$ cat src/sfq_pkg.sv
package sfq_pkg;

    localparam int DEPTH  = 16;
    localparam int IDX_W  = $clog2(DEPTH);
    localparam int CNT_W  = $clog2(DEPTH + 1);
    localparam int VAL_W  = 32;
    localparam int OCC_W  = 5;

    typedef enum logic [1:0] {
        KIND_INSERT = 2'd0,
        KIND_SEARCH = 2'd1,
        KIND_MODIFY = 2'd2,
        KIND_REMOVE = 2'd3
    } kind_t;

    typedef enum logic [1:0] {
        STAT_OK        = 2'd0,
        STAT_NOT_FOUND = 2'd1,
        STAT_EMPTY     = 2'd2,
        STAT_FULL      = 2'd3
    } status_t;

    typedef struct packed {
        logic    load_req;
        logic    ins_write;
        logic    idx_clear;
        logic    idx_inc;
        logic    rd_issue;
        logic    rd_next;
        logic    write_mod;
        logic    write_shift;
        logic    count_dec;
        logic    set_result;
        logic    res_found;
        status_t res_status;
        logic    out_load;
    } cmd_t;

    typedef struct packed {
        kind_t kind;
        logic  full;
        logic  empty;
        logic  match;
        logic  last;
        logic  out_free;
    } sts_t;

endpackage

$ cat src/searchable_fifo_queue_unit.sv
// insert and empty-queue requests go from dispatch straight to the response state; search,
// modify and remove scan entries from the head through the registered read port of the
// entry store, and remove then shifts each later entry toward the head. one request is
// in work at a time, and a new one is taken while the previous result waits on m_tready
// reset: rst_n clears the controller, the fill count and the output valid; the entry store
// is not cleared and needs no clearing pass
module searchable_fifo_queue_unit
    import sfq_pkg::*;
(
    input  logic        clk,
    input  logic        rst_n,
    input  logic        s_tvalid,
    output logic        s_tready,
    input  logic [63:0] s_tdata,   // key_value [31:0], new_value [63:32]
    input  logic [1:0]  s_tuser,   // kind [1:0]
    output logic        m_tvalid,
    input  logic        m_tready,
    output logic [7:0]  m_tdata    // found [0], status [2:1], occupancy [7:3]
);

    cmd_t cmd;
    sts_t sts;

    sfq_ctrl u_ctrl (
        .clk      (clk),
        .rst_n    (rst_n),
        .s_tvalid (s_tvalid),
        .s_tready (s_tready),
        .sts      (sts),
        .cmd      (cmd)
    );

    sfq_datapath u_datapath (
        .clk      (clk),
        .rst_n    (rst_n),
        .s_tdata  (s_tdata),
        .s_tuser  (s_tuser),
        .m_tvalid (m_tvalid),
        .m_tready (m_tready),
        .m_tdata  (m_tdata),
        .cmd      (cmd),
        .sts      (sts)
    );

endmodule

$ cat src/sfq_ctrl.sv
module sfq_ctrl
    import sfq_pkg::*;
(
    input  logic clk,
    input  logic rst_n,
    input  logic s_tvalid,
    output logic s_tready,
    input  sts_t sts,
    output cmd_t cmd
);

    typedef enum logic [2:0] {
        ST_IDLE,
        ST_DISPATCH,
        ST_READ,
        ST_CMP,
        ST_SHIFT_RD,
        ST_SHIFT_WR,
        ST_RESP
    } state_t;

    state_t state_reg;
    state_t state_next;

    always_ff @(posedge clk or negedge rst_n)
    begin
        if (!rst_n)
        begin
            state_reg <= ST_IDLE;
        end
        else
        begin
            state_reg <= state_next;
        end
    end

    assign s_tready = (state_reg == ST_IDLE);

    always_comb
    begin
        state_next = state_reg;
        cmd        = '0;
        cmd.res_status = STAT_OK;
        case (state_reg)
            ST_IDLE:
            begin
                if (s_tvalid)
                begin
                    cmd.load_req = 1'b1;
                    state_next   = ST_DISPATCH;
                end
            end
            ST_DISPATCH:
            begin
                cmd.set_result = 1'b1;
                state_next     = ST_RESP;
                if (sts.kind == KIND_INSERT)
                begin
                    if (sts.full)
                    begin
                        cmd.res_status = STAT_FULL;
                    end
                    else
                    begin
                        cmd.ins_write = 1'b1;
                    end
                end
                else if (sts.empty)
                begin
                    cmd.res_status = STAT_EMPTY;
                end
                else
                begin
                    cmd.set_result = 1'b0;
                    cmd.idx_clear  = 1'b1;
                    state_next     = ST_READ;
                end
            end
            ST_READ:
            begin
                cmd.rd_issue = 1'b1;
                state_next   = ST_CMP;
            end
            ST_CMP:
            begin
                if (sts.match)
                begin
                    if (sts.kind == KIND_REMOVE)
                    begin
                        state_next = ST_SHIFT_RD;
                    end
                    else
                    begin
                        cmd.write_mod  = (sts.kind == KIND_MODIFY);
                        cmd.set_result = 1'b1;
                        cmd.res_found  = 1'b1;
                        state_next     = ST_RESP;
                    end
                end
                else if (sts.last)
                begin
                    cmd.set_result = 1'b1;
                    cmd.res_status = STAT_NOT_FOUND;
                    state_next     = ST_RESP;
                end
                else
                begin
                    cmd.idx_inc = 1'b1;
                    state_next  = ST_READ;
                end
            end
            ST_SHIFT_RD:
            begin
                if (sts.last)
                begin
                    cmd.count_dec  = 1'b1;
                    cmd.set_result = 1'b1;
                    cmd.res_found  = 1'b1;
                    state_next     = ST_RESP;
                end
                else
                begin
                    cmd.rd_issue = 1'b1;
                    cmd.rd_next  = 1'b1;
                    state_next   = ST_SHIFT_WR;
                end
            end
            ST_SHIFT_WR:
            begin
                cmd.write_shift = 1'b1;
                cmd.idx_inc     = 1'b1;
                state_next      = ST_SHIFT_RD;
            end
            ST_RESP:
            begin
                if (sts.out_free)
                begin
                    cmd.out_load = 1'b1;
                    state_next   = ST_IDLE;
                end
            end
            default:
            begin
                state_next = ST_IDLE;
            end
        endcase
    end

endmodule

$ cat src/sfq_datapath.sv
module sfq_datapath
    import sfq_pkg::*;
(
    input  logic        clk,
    input  logic        rst_n,
    input  logic [63:0] s_tdata,
    input  logic [1:0]  s_tuser,
    output logic        m_tvalid,
    input  logic        m_tready,
    output logic [7:0]  m_tdata,
    input  cmd_t        cmd,
    output sts_t        sts
);

    logic [VAL_W-1:0] mem [DEPTH];

    kind_t            kind_reg;
    logic [VAL_W-1:0] key_reg;
    logic [VAL_W-1:0] new_reg;
    logic [IDX_W-1:0] idx_reg;
    logic [CNT_W-1:0] count_reg;
    logic [VAL_W-1:0] rd_data_reg;
    logic             res_found_reg;
    status_t          res_status_reg;
    logic             out_valid_reg;
    logic [7:0]       out_data_reg;

    logic [IDX_W-1:0] rd_addr;
    logic [IDX_W-1:0] wr_addr;
    logic [VAL_W-1:0] wr_data;
    logic             wr_en;
    logic [CNT_W-1:0] idx_plus_one;

    assign idx_plus_one = CNT_W'(idx_reg) + CNT_W'(1);
    assign rd_addr      = cmd.rd_next ? IDX_W'(idx_plus_one) : idx_reg;
    assign wr_en        = cmd.ins_write | cmd.write_mod | cmd.write_shift;

    always_comb
    begin
        wr_addr = idx_reg;
        wr_data = rd_data_reg;
        if (cmd.ins_write)
        begin
            wr_addr = IDX_W'(count_reg);
            wr_data = key_reg;
        end
        else if (cmd.write_mod)
        begin
            wr_data = new_reg;
        end
    end

    always_ff @(posedge clk)
    begin
        if (wr_en)
        begin
            mem[wr_addr] <= wr_data;
        end
        if (cmd.rd_issue)
        begin
            rd_data_reg <= mem[rd_addr];
        end
    end

    always_ff @(posedge clk)
    begin
        if (cmd.load_req)
        begin
            kind_reg <= kind_t'(s_tuser);
            key_reg  <= s_tdata[31:0];
            new_reg  <= s_tdata[63:32];
        end
        if (cmd.set_result)
        begin
            res_found_reg  <= cmd.res_found;
            res_status_reg <= cmd.res_status;
        end
        if (cmd.out_load)
        begin
            out_data_reg <= {OCC_W'(count_reg), res_status_reg, res_found_reg};
        end
    end

    always_ff @(posedge clk or negedge rst_n)
    begin
        if (!rst_n)
        begin
            idx_reg       <= '0;
            count_reg     <= '0;
            out_valid_reg <= 1'b0;
        end
        else
        begin
            if (cmd.idx_clear)
            begin
                idx_reg <= '0;
            end
            else if (cmd.idx_inc)
            begin
                idx_reg <= IDX_W'(idx_plus_one);
            end
            if (cmd.ins_write)
            begin
                count_reg <= count_reg + CNT_W'(1);
            end
            else if (cmd.count_dec)
            begin
                count_reg <= count_reg - CNT_W'(1);
            end
            if (cmd.out_load)
            begin
                out_valid_reg <= 1'b1;
            end
            else if (m_tready)
            begin
                out_valid_reg <= 1'b0;
            end
        end
    end

    assign sts.kind     = kind_reg;
    assign sts.full     = (count_reg == CNT_W'(DEPTH));
    assign sts.empty    = (count_reg == '0);
    assign sts.match    = (rd_data_reg == key_reg);
    assign sts.last     = (idx_plus_one >= count_reg);
    assign sts.out_free = !out_valid_reg || m_tready;

    assign m_tvalid = out_valid_reg;
    assign m_tdata  = out_data_reg;

endmodule
$ cat config.mk
export PLATFORM = sky130hd
export DESIGN_NAME = searchable_fifo_queue_unit
export DESIGN_NICKNAME = d
export VERILOG_FILES = /design/src/sfq_pkg.sv /design/src/searchable_fifo_queue_unit.sv /design/src/sfq_ctrl.sv /design/src/sfq_datapath.sv
export SDC_FILE = /design/constraint.sdc
export NUM_CORES = 1
export LEC_CHECK = 0
export ABC_AREA = 1
export BUFFER_PORTS_ARGS = -buffer_cell sky130_fd_sc_hd__clkbuf_2
export CORE_AREA = 2 2 205 258
export DETAILED_ROUTE_END_ITERATION = 8
export DIE_AREA = 0 0 207 260
export HOLD_SLACK_MARGIN = 0.05
export PLACE_DENSITY = 0.74
export SKIP_LAST_GASP = 1
export SLEW_MARGIN = 20
export SYNTH_ARGS = -nofsm -noshare
export SYNTH_HDL_FRONTEND = slang
export SYNTH_HIERARCHICAL = 1
export SYNTH_SLANG_ARGS = --single-unit
$ cat constraint.sdc
create_clock -name clk -period 3.95 [get_ports clk]
set_input_delay 0.395 -clock clk [delete_from_list [all_inputs] [get_ports clk]]
set_output_delay 0.395 -clock clk [all_outputs]
set_load 0.01 [all_outputs]
==> results.sh, run 1 <==
export IMPL_cp_common_cell="nand2_1"
export IMPL_cp_data_required_time_ns=4.21
export IMPL_cp_end_kind="flop"
export IMPL_hpwl_microns=40700
export IMPL_via_count=20100
export IMPL_fin_crit_sh_pct=96.7
export IMPL_core_area_sq_mm=0.0512
export IMPL_clk_latency_ns=0.62
export IMPL_critPathLaunchType="flop"
export IMPL_diodes=0
export IMPL_grt_pass1_wl_microns=111000
export IMPL_outcome="finished, final reports clean"
export IMPL_pwr_density_cell_mw_per_mm2=751
export IMPL_grt_max_degree=129
export IMPL_synth_seq_area_share_pct=67.8
export IMPL_crit_type="flop to flop"
export IMPL_wl_per_cell_microns=21.0
export IMPL_synth_avg_cell_area_sq_um=10.6
export IMPL_h_tree_depth=2
export IMPL_min_to="u_datapath/m_tvalid"
export IMPL_largest_reg_flops=512
export IMPL_relSlewSlack_pct=48.1
export IMPL_slew_violations=0
export IMPL_finalSetupViolCount=0
export IMPL_r2r_end="u_datapath/mem[13][5]"
export IMPL_firstDrtPassIters=8
export IMPL_crit_fanout=18
export IMPL_dp_cells=3352
export IMPL_via_per_inst=5.69
export IMPL_vdd_drop_max_uv=592
export IMPL_cts_inserted_buffers=57
export IMPL_postSynthCellCount=2637
export IMPL_max_freq_mhz=262
export IMPL_yosys_area_top_type="edfxtp_1"
export IMPL_io_pins=80
export IMPL_rows=93
export IMPL_nets=2900
export IMPL_grt_usage_pct=26.8
export IMPL_slowest_stage="edfxtp_1"
export IMPL_fillers=3740
export IMPL_regMostFlops="u_datapath/mem"
export IMPL_hold_class="primary input to flop"
export IMPL_io_buffers=79
export IMPL_fin_util_pct=63.2
export IMPL_cts_buffer_depth=3
export IMPL_syn_area_sq_mm=0.0280
export IMPL_cp_cell_sequence="or2_2, a21oi_1, nand2_1, nor2_1, nand2_1, nor2_1, inv_1, nor4_4, inv_1, nand2_1, nand3_1, nor2_4, buf_4"
export IMPL_die_x_microns=207
export IMPL_slowest_delay_ns=0.49
export IMPL_finalCriticalPeriod_ns=3.82
export IMPL_r2r_slack_ns=0.13
export IMPL_holdPathStages=4
export IMPL_die_area_sq_mm=0.0538
export IMPL_holdCritStartpoint="m_tready"
export IMPL_rr_worst_depth=13
export IMPL_drive_gt1_share_pct=11.0
export IMPL_clkTransAtPathRegs_ns=0.06
export IMPL_syn2layout_area_growth_pct=15.6
export IMPL_final_setup_tns_ns=0
export IMPL_ys_warnings_count=6
export IMPL_antenna_found_initial=1
export IMPL_synth_distinct_cells=35
export IMPL_cp_arrival_ns=4.07
export IMPL_final_hold_viol_count=0
export IMPL_cts_root_buf="clkbuf_16"
export IMPL_drc=0
export IMPL_leakage_nw=13.6
export IMPL_antenna_left=0
export IMPL_start_util_pct=54.7
export IMPL_grt_pass1_vias=19800
export IMPL_yosysTopAreaCellShare_pct=66.6
export IMPL_clkSinkCount=634
export IMPL_die_y_microns=260
export IMPL_routed_wl_microns=74200
export IMPL_worst_slack_ns=0.130
export IMPL_instances_no_fill=3528
export IMPL_drt_iter0_markers=2533
export IMPL_timing_hold_ws_ns=0.0946
export IMPL_ys_ff_latch=634
export IMPL_rsz0062_at_grt="true"
export IMPL_drv_cap=0
export IMPL_synth_nets=2717
export IMPL_worstReg2RegStart="u_datapath/rd_data_reg[28]"
export IMPL_gr_total_overflow=0
export IMPL_synthTopCellsByArea="edfxtp_1 (67%), nand3_1 (11%), inv_1 (7.0%)"
export IMPL_skew_ns=0.0258
export IMPL_place_congestion=0.925
export IMPL_worstMarginPinSlew_ns=0.776
export IMPL_post_place_ws_ns=-0.00769
export IMPL_cts_tree="yes"
how the worst max path moves through the flow:
stage / startpoint / cells after the start / end
floorplan: u_datapath/rd_data_reg[28] / 13 / u_datapath/mem[0][0]
global placement: u_datapath/idx_reg[1] / 17 / u_datapath/rd_data_reg[23]
detailed placement: u_datapath/idx_reg[1] / 20 / u_datapath/rd_data_reg[12]
CTS: u_datapath/rd_data_reg[28] / 13 / u_datapath/mem[10][18]
global route: u_datapath/idx_reg[1] / 20 / u_datapath/rd_data_reg[12]
finish: u_datapath/rd_data_reg[28] / 13 / u_datapath/mem[13][5]
cell usage in the layout, fill, tap and decap left out, types with 3 or more instances in the layout:
| cell | Yosys | routed |
|---|---|---|
| ha_1 | 9 | 9 |
| nor2_4 | 0 | 17 |
| nor2_2 | 3 | 3 |
| xor2_1 | 20 | 20 |
| nand3_1 | 590 | 590 |
| buf_12 | 0 | 20 |
| o21ai_0 | 12 | 10 |
| inv_1 | 523 | 522 |
| nand3b_1 | 32 | 32 |
| a22oi_1 | 4 | 4 |
| nor2_1 | 73 | 56 |
| dfrtp_1 | 13 | 13 |
| nand2_2 | 3 | 3 |
| buf_4 | 18 | 87 |
| nand4_1 | 7 | 7 |
| clkbuf_1 | 32 | 12 |
| nand2_1 | 489 | 485 |
| nand2_4 | 0 | 4 |
| clkinv_1 | 0 | 13 |
| clkbuf_2 | 0 | 79 |
| buf_16 | 0 | 4 |
| a21oi_1 | 65 | 65 |
| o22ai_1 | 4 | 4 |
| edfxtp_1 | 621 | 621 |
| xnor2_1 | 12 | 12 |
| dlygate4sd3_1 | 0 | 67 |
| inv_2 | 5 | 6 |
| clkbuf_16 | 0 | 59 |
| clkinv_2 | 0 | 9 |
| clkinvlp_4 | 0 | 5 |
critical path: cells and delay by family, from the launching register on:
kind,cells,cell delay (ns)
buffers and inverters,3,0.63
and+or+nand+nor,9,2.10
AOI/OAI and AO/OA,1,0.24
DFF,1,0.49
Yosys cell counts:
cell and number:
a21boi_0 1, o21a_1 1, a21oi_1 65, buf_4 18, o21ai_0 12, buf_1 4
nand4_1 7, buf_2 81, a22oi_1 4, o21ai_2 1, ha_1 9, clkbuf_1 32
nor4_1 1, nand2_2 3, xnor2_1 12, nor3_1 2, o311ai_0 1, or2_2 2
o211ai_1 1, edfxtp_1 621, nand3_1 590, inv_1 523, o22ai_1 4, dfrtp_1 13
xor2_1 20, o21ai_1 2, inv_2 5, fa_1 1, nor2_2 3, nor4_2 1
nand3_2 1, nand3b_1 32, nor2_1 73, buf_6 2, nand2_1 489
per-layer routing:
metal  global-route usage, %  wire length (microns)
met1                    34.1                  26600
met2                    45.9                  36400
met3                    3.70                   7900
met4                    12.5                   3330
met5                       0                     13
stage by stage:
step,power (W),instance area [sq um]
floorplan,0.0155,28000
global route,0.0255,32400
CTS,0.0240,32200
finish,0.0243,32400
detailed placement,0.0188,29800
global placement,0.0184,29800
cell type report:
| type | count | area, sq um | share of cell area [%] |
|---|---|---|---|
| Timing Repair Buffer | 260 | 2290 | 7.08 |
| Sequential cell | 634 | 19000 | 58.6 |
| Clock inverter | 33 | 241 | 0.746 |
| Inverter | 528 | 1980 | 6.12 |
| Multi-Input combinational cell | 1339 | 6570 | 20.3 |
| Tap cell | 665 | 832 | 2.57 |
| Clock buffer | 69 | 1470 | 4.55 |
what timing repair did:
action / CTS / global route
buffers inserted: 0 / 4
gates cloned: 0 / 3
endpoints found under the setup margin: 4 / 102
pin swaps: 0 / 2
endpoints found under the hold margin: 79 / 0
hold buffers: 67 / 0
resized for setup: 1 / 7
cell families (layout without fill, tap and decap cells):
| family | count (synthesis) | after routing | synth area share [%] |
|---|---|---|---|
| DFF | 634 | 634 | 67.8 |
| and+or+nand+nor | 1204 | 1205 | 19.4 |
| adders and majority gates | 10 | 10 | 0.474 |
| xor gates and xnor gates | 32 | 32 | 1.00 |
| AOI/OAI and AO/OA | 92 | 92 | 1.75 |
| buffers and inverters | 665 | 890 | 9.57 |
report_power, final:
group          total [W]  switching, W  internal (W)  leakage (nW)
clock network    0.00517       0.00239       0.00278         0.824
registers        0.00958      0.000380       0.00920          5.77
logic            0.00957       0.00662       0.00295          7.04
total             0.0243       0.00939        0.0149          13.6
Power figures use the tool's default switching activity.
==> run 2: changes to the inputs <==
--- a/config.mk
+++ b/config.mk
@@ -11,7 +11,7 @@
 export DETAILED_ROUTE_END_ITERATION = 8
 export DIE_AREA = 0 0 207 260
 export HOLD_SLACK_MARGIN = 0.05
-export PLACE_DENSITY = 0.74
+export PLACE_DENSITY_LB_ADDON = 0.05
 export SKIP_LAST_GASP = 1
 export SLEW_MARGIN = 20
 export SYNTH_ARGS = -nofsm -noshare
==> results.sh, run 2 (synthesis results as in run 1) <==
export IMPL_outcome="finished, final reports clean"
export IMPL_multiInputGateArea_sq_mm=0.00658
export IMPL_crit_type="flop to flop"
export IMPL_grt_usage_pct=28.5
export IMPL_h_tree_depth=3
export IMPL_clk_latency_ns=0.61
export IMPL_wl_per_cell_microns=21.7
export IMPL_worst_slack_ns=0.198
export IMPL_die_area_sq_mm=0.0538
export IMPL_grt_pass1_wl_microns=116000
export IMPL_final_seq_area_sq_mm=0.0190
export IMPL_cts_inserted_buffers=66
export IMPL_layout_commonest_cell="edfxtp_1"
export IMPL_firstDrtPassIters=6
export IMPL_drv_cap=0
export IMPL_largest_reg_flops=512
export IMPL_drive_gt1_share_pct=11.4
export IMPL_post_place_ws_ns=0.102
export IMPL_instances_no_fill=3550
export IMPL_grt_pass1_vias=19200
export IMPL_worstMarginPinSlew_ns=0.908
export IMPL_grt_max_degree=64
export IMPL_drc=0
export IMPL_start_util_pct=54.7
export IMPL_fillers=4061
export IMPL_antenna_found_initial=0
export IMPL_clkSinkCount=634
export IMPL_leakage_nw=13.8
export IMPL_rows=93
export IMPL_cp_arrival_ns=4.00
export IMPL_routed_wl_microns=77000
export IMPL_cts_tree="yes"
export IMPL_relSlewSlack_pct=39.3
export IMPL_critPathLaunchType="flop"
export IMPL_core_area_sq_mm=0.0512
export IMPL_rsz0062_at_grt="false"
export IMPL_die_x_microns=207
export IMPL_crit_fanout=20
export IMPL_cp_data_required_time_ns=4.20
export IMPL_holdPathStages=4
export IMPL_clkTransAtPathRegs_ns=0.06
export IMPL_fin_util_pct=64.0
export IMPL_rr_worst_depth=12
export IMPL_nets=2920
export IMPL_io_pins=80
export IMPL_timing_hold_ws_ns=0.0767
export IMPL_cts_buffer_depth=3
export IMPL_dp_cells=3363
export IMPL_regMostFlops="u_datapath/mem"
export IMPL_layout_common_cells="edfxtp_1 (621), nand3_1 (590), inv_1 (522), nand2_1 (484), buf_4 (88)"
export IMPL_die_y_microns=260
export IMPL_syn2layout_area_growth_pct=17.0
export IMPL_antenna_left=0
export IMPL_place_congestion=0.868
export IMPL_pwr_density_cell_mw_per_mm2=768
export IMPL_via_count=19600
export IMPL_drt_iter0_markers=1925
export IMPL_final_setup_tns_ns=0
export IMPL_slew_violations=0
export IMPL_hold_class="primary input to flop"
export IMPL_gr_total_overflow=0
export IMPL_diodes=0
export IMPL_final_hold_viol_count=0
export IMPL_max_freq_mhz=267
export IMPL_cp_end_kind="flop"
export IMPL_io_buffers=79
export IMPL_finalSetupViolCount=0
export IMPL_fin_crit_sh_pct=95.0
export IMPL_cts_root_buf="clkbuf_16"
export IMPL_skew_ns=0.0232
export IMPL_hpwl_microns=42900
export IMPL_via_per_inst=5.52
export IMPL_finalCriticalPeriod_ns=3.75
export IMPL_vdd_drop_max_uv=514
run 2: cell count changes in the layout (fill, tap and decap cells not counted), sizes merged:
cell | previous run | this run
clkbuf | 150 | 169
clkinv | 24 | 19
buf | 112 | 124
nand2 | 493 | 494
clkinvlp | 5 | 0
run 2: repair_timing:
action | CTS | global route
endpoints found under the hold margin | 79 | 0
resized for setup | 0 | 6
hold buffers | 67 | 0
setup buffers | 0 | 5
endpoints found under the setup margin | 0 | 67
run 2: layer usage:
| metal | global-route usage [%] | wire [microns] | share of wire (%) |
|---|---|---|---|
| met1 | 38.1 | 31300 | 41 |
| met2 | 47.8 | 37400 | 49 |
| met3 | 4.76 | 6100 | 7.9 |
| met4 | 9.62 | 2120 | 2.8 |
| met5 | 0 | 0 | 0 |
run 2: path summary, 6_finish.rpt:
path	end	from	slack (ns)
max in group asynchronous	u_datapath/idx_reg[1]	rst_n	3.41
min in group asynchronous	u_ctrl/state_reg[0]	rst_n	0.26
worst min-delay path	u_datapath/m_tvalid	m_tready	0.08
worst max-delay path	u_datapath/mem[11][11]	u_datapath/rd_data_reg[13]	0.20
worst min register to register	u_datapath/m_tdata[0]	u_datapath/res_found_reg	0.42
worst max register to register	u_datapath/mem[11][11]	u_datapath/rd_data_reg[13]	0.20
run 2: report_power, final:
group          internal [W]  switching, W
sequential          0.00920      0.000371
combinational       0.00306       0.00670
clock               0.00332       0.00250
run 2: cell type report:
cell class,instances,share of cell area (%)
Sequential cell,634,57.9
Multi-Input combinational cell,1340,20.1
Timing Repair Buffer,270,7.41
Inverter,528,6.05
Tap cell,665,2.54
Clock buffer,90,5.51
Clock inverter,23,0.493
run 2: critical path: stages (launching register included):
cell and delay, ns:
edfxtp_1 0.43, xnor2_1 0.30, nand4_1 0.17, nor2_1 0.35
nand2_1 0.09, nor2_1 0.30, inv_1 0.17, nor4_4 0.30
inv_1 0.08, nand2_1 0.22, nand3_1 0.39, nor2_4 0.21
buf_4 0.39
run 2: stage by stage:
step,area (sq um),total power [W]
floorplan,28000,0.0155
global placement,30000,0.0190
detailed placement,30000,0.0192
CTS,32700,0.0251
global route,32800,0.0265
finish,32800,0.0252
